--- config.mk ---
export PLATFORM = sky130hd
export DESIGN_NAME = hfrst_word_op
export DESIGN_NICKNAME = d
export VERILOG_FILES = /design/src/hfrst_pkg.sv /design/src/hfrst_word_op.sv
export SDC_FILE = /design/constraint.sdc
export NUM_CORES = 1
export LEC_CHECK = 0
export BUFFER_PORTS_ARGS = -buffer_cell sky130_fd_sc_hd__buf_2
export CORE_UTILIZATION = 46
export DETAILED_ROUTE_END_ITERATION = 12
export GPL_TIMING_DRIVEN = 0
export PLACE_DENSITY = 0.85
export REMOVE_ABC_BUFFERS = 1
export SYNTH_ARGS = -nofsm -noshare
export SYNTH_HDL_FRONTEND = slang
export SYNTH_SLANG_ARGS = --single-unit
--- constraint.sdc ---
create_clock -name vclk -period 4.1
set_input_delay 0.615 -clock vclk [all_inputs]
set_output_delay 0.615 -clock vclk [all_outputs]
set_load 0.005 [all_outputs]
--- src/hfrst_pkg.sv ---
// ----------------------------------------------------------------------------
// hfrst_pkg
// Shared types and codes of the huge frame reclaim state table.
// ----------------------------------------------------------------------------
package hfrst_pkg;

	localparam int FRAME_W    = 22;
	localparam int KIND_W     = 3;
	localparam int CNT_W      = 14;
	localparam int TREE_CNT_W = 12;  // holds ceil((2**CNT_W - 1) / 8)
	localparam int WORD_W     = 16;
	localparam int CHILD_W    = 3;

	localparam logic [CNT_W-1:0] CNT_RESET = 14'd8192;

	// operation kinds
	localparam logic [KIND_W-1:0] KIND_QUERY   = 3'd0;
	localparam logic [KIND_W-1:0] KIND_HARD    = 3'd1;
	localparam logic [KIND_W-1:0] KIND_SOFT    = 3'd2;
	localparam logic [KIND_W-1:0] KIND_INSTALL = 3'd3;
	localparam logic [KIND_W-1:0] KIND_NEXT    = 3'd4;

	// result status
	localparam logic [1:0] STAT_DONE     = 2'd0;
	localparam logic [1:0] STAT_MISMATCH = 2'd1;
	localparam logic [1:0] STAT_RANGE    = 2'd2;
	localparam logic [1:0] STAT_NO_HARD  = 2'd3;

	// reclaim states
	localparam logic [1:0] RS_INSTALLED = 2'd0;
	localparam logic [1:0] RS_SOFT      = 2'd1;
	localparam logic [1:0] RS_HARD      = 2'd2;

	typedef struct packed {
		logic [1:0]         cur;       // state of the selected child
		logic               hard_any;  // some child of the word is hard
		logic [CHILD_W-1:0] hard_idx;  // lowest hard child
	} child_info_t;

endpackage

--- src/hfrst_word_op.sv ---
// ----------------------------------------------------------------------------
// hfrst_word_op
// Decodes one packed tree word: selected child state, first hard child,
// and the word with one child replaced.
// ----------------------------------------------------------------------------
module hfrst_word_op
	import hfrst_pkg::*;
(
	input  logic [WORD_W-1:0]  word,
	input  logic [CHILD_W-1:0] sel_child,
	input  logic               use_hard,   // replace the first hard child instead
	input  logic [1:0]         new_state,
	output child_info_t        info,
	output logic [WORD_W-1:0]  new_word
);

	logic [CHILD_W-1:0] tgt;

	always_comb begin
		info.cur      = word[2*sel_child +: 2];
		info.hard_any = 1'b0;
		info.hard_idx = '0;
		// highest first so the lowest hard child wins
		for (int c = 7; c >= 0; c--) begin
			if (word[2*c +: 2] == RS_HARD) begin
				info.hard_any = 1'b1;
				info.hard_idx = CHILD_W'(c);
			end
		end
	end

	always_comb begin
		tgt      = use_hard ? info.hard_idx : sel_child;
		new_word = word;
		new_word[2*tgt +: 2] = new_state;
	end

endmodule
After elaboration in Yosys (flattened, before gate mapping)
Cells that the tools add are included.
{"block": "op_classes", "shift": 3, "bitwise": 0, "n_reduce_logical": 0, "div": 0, "eq_ne": 8, "n_mux": 10, "mul": 0, "n_addsub": 1, "magnitude_cmp": 0}
{"operator": "4-bit negation with 34-bit output", "count": 1}
{"operator": "2-bit by 34-bit variable shift with 16-bit output (first input constant)", "count": 1}
{"operator": "2-bit by 34-bit variable part select with 16-bit output", "count": 1}
{"operator": "4-bit 2-to-1 mux", "count": 8}
{"operator": "16-bit bitwise mux", "count": 1}
{"operator": "2-bit == test (second input constant)", "count": 8}
{"operator": "16-bit by 5-bit variable part select with 2-bit output", "count": 1}
{"operator": "3-bit 2-to-1 mux", "count": 1}
{"block": "word_totals", "wordCells": 22, "mem_bits_rw": 0, "rom_bits": 0, "latchBits": 0, "output_inout_bits": 22, "in_bits": 22, "register_bits": 0, "mem_count": 0}

Longest topological paths before layout
{"block": "depth", "depth_word": 13, "ltp_mapped": 11, "depth_no_buf": 11}

Worst setup path before layout
No wires, ideal clock.
{"block": "synth_timing", "path_type": "in2out", "startpoint": "in word[8]", "endpoint": "out new_word[12]", "t_arrival_ps": 2779, "path_stages": 8, "path_slack_ps": 706, "t_required_ps": 3485, "n_path_buf": 0, "cell_sequence": "and2b_4 -> a211o_1 -> a211oi_4 -> a21oi_1 -> ha_1 -> ha_1 -> nor4_2 -> mux2_1"}
{"element": "start: declaration", "line": "hfrst_word_op.sv:9", "text": "input logic [WORD_W-1:0] word,"}
{"element": "end: declaration", "line": "hfrst_word_op.sv:14", "text": "output logic [WORD_W-1:0] new_word"}

Worst setup path after layout
{"block": "layout_timing", "startpoint": "in word[13]", "endpoint": "out new_word[13]"}
{"block": "layout_via", "elab_chain_cells": 12, "elab_cells_between_ends": 13, "classes_between": "add/sub (1); eq/ne (1); shift (2); mux (9)"}
{"element": "2-bit == test", "line": "hfrst_word_op.sv:25", "text": "if (word[2*c +: 2] == RS_HARD) begin"}
{"element": "4-bit 2-to-1 mux (7 in a row)", "line": "hfrst_word_op.sv:25"}
{"element": "3-bit 2-to-1 mux", "line": "hfrst_word_op.sv:33", "text": "tgt = use_hard ? info.hard_idx : sel_child;"}
{"element": "4-bit negation with 34-bit output", "line": "hfrst_word_op.sv:35", "text": "new_word[2*tgt +: 2] = new_state;"}
{"element": "2-bit by 34-bit variable part select with 16-bit output or 2-bit by 34-bit variable shift with 16-bit output (tied branches)", "line": "hfrst_word_op.sv:35"}
{"element": "16-bit bitwise mux (*)", "line": "hfrst_word_op.sv:35"}
Every way passes the cells marked *; elsewhere a longest branch is shown, timed or not.

==> flow_summary.json <==
{
  "status": "finished clean",
  "finalHoldViolations": 0,
  "slew_viol_final": 0,
  "drive_gt1_share_pct": 58.0,
  "vias_per_cell": 5.65,
  "rsz0062_at_grt": "false",
  "yosys_warnings": 0,
  "die_h_um": 41.7,
  "die_area_um2": 1740,
  "synth.avg_cell_area_um2": 9.68,
  "whs_ns": 1.53,
  "grt_antenna_before_repair": 0,
  "start_util_pct": 52.5,
  "whs_path_depth": 3,
  "max-vdd-ir-drop_mv": 0.0719,
  "drt-initial-drc-count": 7,
  "final_common_cell": "buf_2",
  "ys_types": 31,
  "synth_seq_area_share_pct": 0,
  "holdCritPathClass": "in2out",
  "leakage_nw": 0.446,
  "n_antenna_cell": 0,
  "grt_max_degree": 10,
  "max_freq_mhz": 259,
  "grtUsageTotal_pct": 22.9,
  "end_kind": "primary output",
  "wl_per_cell_um": 14.5,
  "grt_pass1_wl_mm": 3.26,
  "worstPathArrival_ns": 3.24,
  "portBuffers": 44,
  "postCtsSetupBuffers": 0,
  "die_w_um": 41.7,
  "seq_cell_count": 0,
  "nets": 146,
  "routed-via-count": 757,
  "wl_mm": 1.94,
  "ctsResizeCount": 0,
  "drc": 0,
  "layout_common_cells": "buf_2 (44), mux2_2 (8), mux2_1 (8), nor2b_1 (7), nand2b_1 (7)",
  "hold_buffers": 0,
  "area_growth_pct": 32.9,
  "max_slew_margin_pct": 67.4,
  "io_pins": 44,
  "clkbuf_count": 0,
  "dp_hpwl_mm": 1.70,
  "final_area_um2": 965,
  "gr-total-overflow": 0,
  "syn-cell-area_um2": 726,
  "fin_setup_tns_ns": 0,
  "placed_cell_area_um2": 965,
  "post-route-period-util_pct": 94.0,
  "p_per_area_nw_per_um2": 146,
  "gp_congestion": 0.811,
  "rows": 13,
  "max_cap_violations": 0,
  "required_ns": 3.48,
  "period_needed_ns": 3.86,
  "firstDrtPassIters": 4,
  "utilization_pct": 69.8,
  "ant_nets": 0,
  "critPathMaxFanout": 9,
  "seq_area_um2": 0,
  "grt_pass1_vias": 727,
  "worst_setup_path_start_kind": "input pin",
  "yosysTopAreaCellShare_pct": 12.4,
  "synth_top_cell_by_area": "mux2_1",
  "tightest_slew_ns": 0.490,
  "synth.area.top_cells": "mux2_1 (12%), mux2_2 (12%), mux4_2 (9.3%)",
  "synthCells": 75,
  "finalSetupViolations": 0,
  "critPathKind": "in2out",
  "coreArea_um2": 1380
}
==> critical path, cell delays in order <==
cell and delay, ns:
buf_2 0.12, nor2b_1 0.16, o221ai_1 0.19, a31oi_1 0.16
a21oi_2 0.42, inv_1 0.09, ha_1 0.23, ha_1 0.39
nor4_2 0.40, mux2_1 0.35, buf_2 0.12
==> per-layer routing <==
layer	vias up	wire, µm	GRT usage, %
met3	0	79	0
met1	351	830	28.3
li1	377	-	-
met4	0	0	0
met2	29	1030	46.3
met5	-	0	0
==> logic make-up after synthesis <==
family	Yosys count	share of synthesized area, %
multiplexers	22	41.9
AO/OA/AOI/OAI	9	16.2
AND/OR/NAND/NOR	37	34.7
adder cells (fa/ha/maj)	3	5.17
buffers and inverters	4	2.07
==> per-stage QoR <==
stage / total power [mW] / setup slack (ns) / instances
global placement: 0.137 / 0.296 / 134
detailed placement: 0.141 / 0.268 / 134
CTS: 0.141 / 0.270 / 134
global route: 0.154 / 0.0469 / 134
finish: 0.141 / 0.244 / 134
floorplan: 0.0892 / 0.706 / 75
==> final timing paths <==
check / from / to / slack, ns
setup / recovery: word[13] / new_word[13] / 0.24
hold / removal: word[8] / new_word[8] / 1.53
==> cells in the mapped netlist, drive strengths merged <==
cell / instances
a211oi: 1
a211o: 1
nor2b: 8
nor4: 1
nor3b: 2
o221ai: 1
and4b: 1
nand2b: 7
nand4: 2
ha: 3
a2111oi: 2
o21ai: 1
nand2: 4
a21oi: 2
mux4: 4
and2: 1
nor2: 5
a31oi: 1
mux2: 18
inv: 4
and3b: 1
nor3: 2
and3: 2
and2b: 1
==> power by group <==
| part | leakage (nW) | total [mW] | internal (mW) | switching, mW |
|---|---|---|---|---|
| logic | 0.446 | 0.141 | 0.0707 | 0.0705 |
| registers | 0 | 0 | 0 | 0 |
| clock network | 0 | 0 | 0 | 0 |
| total | 0.446 | 0.141 | 0.0707 | 0.0705 |
==> final cells by class <==
class	instances	area (µm²)
Fill cell	134	418
Inverter	4	15.0
Multi-Input combinational cell	71	711
Tap cell	15	18.8
Timing Repair Buffer	44	220
No activity file was read; power rests on OpenSTA's default activity.
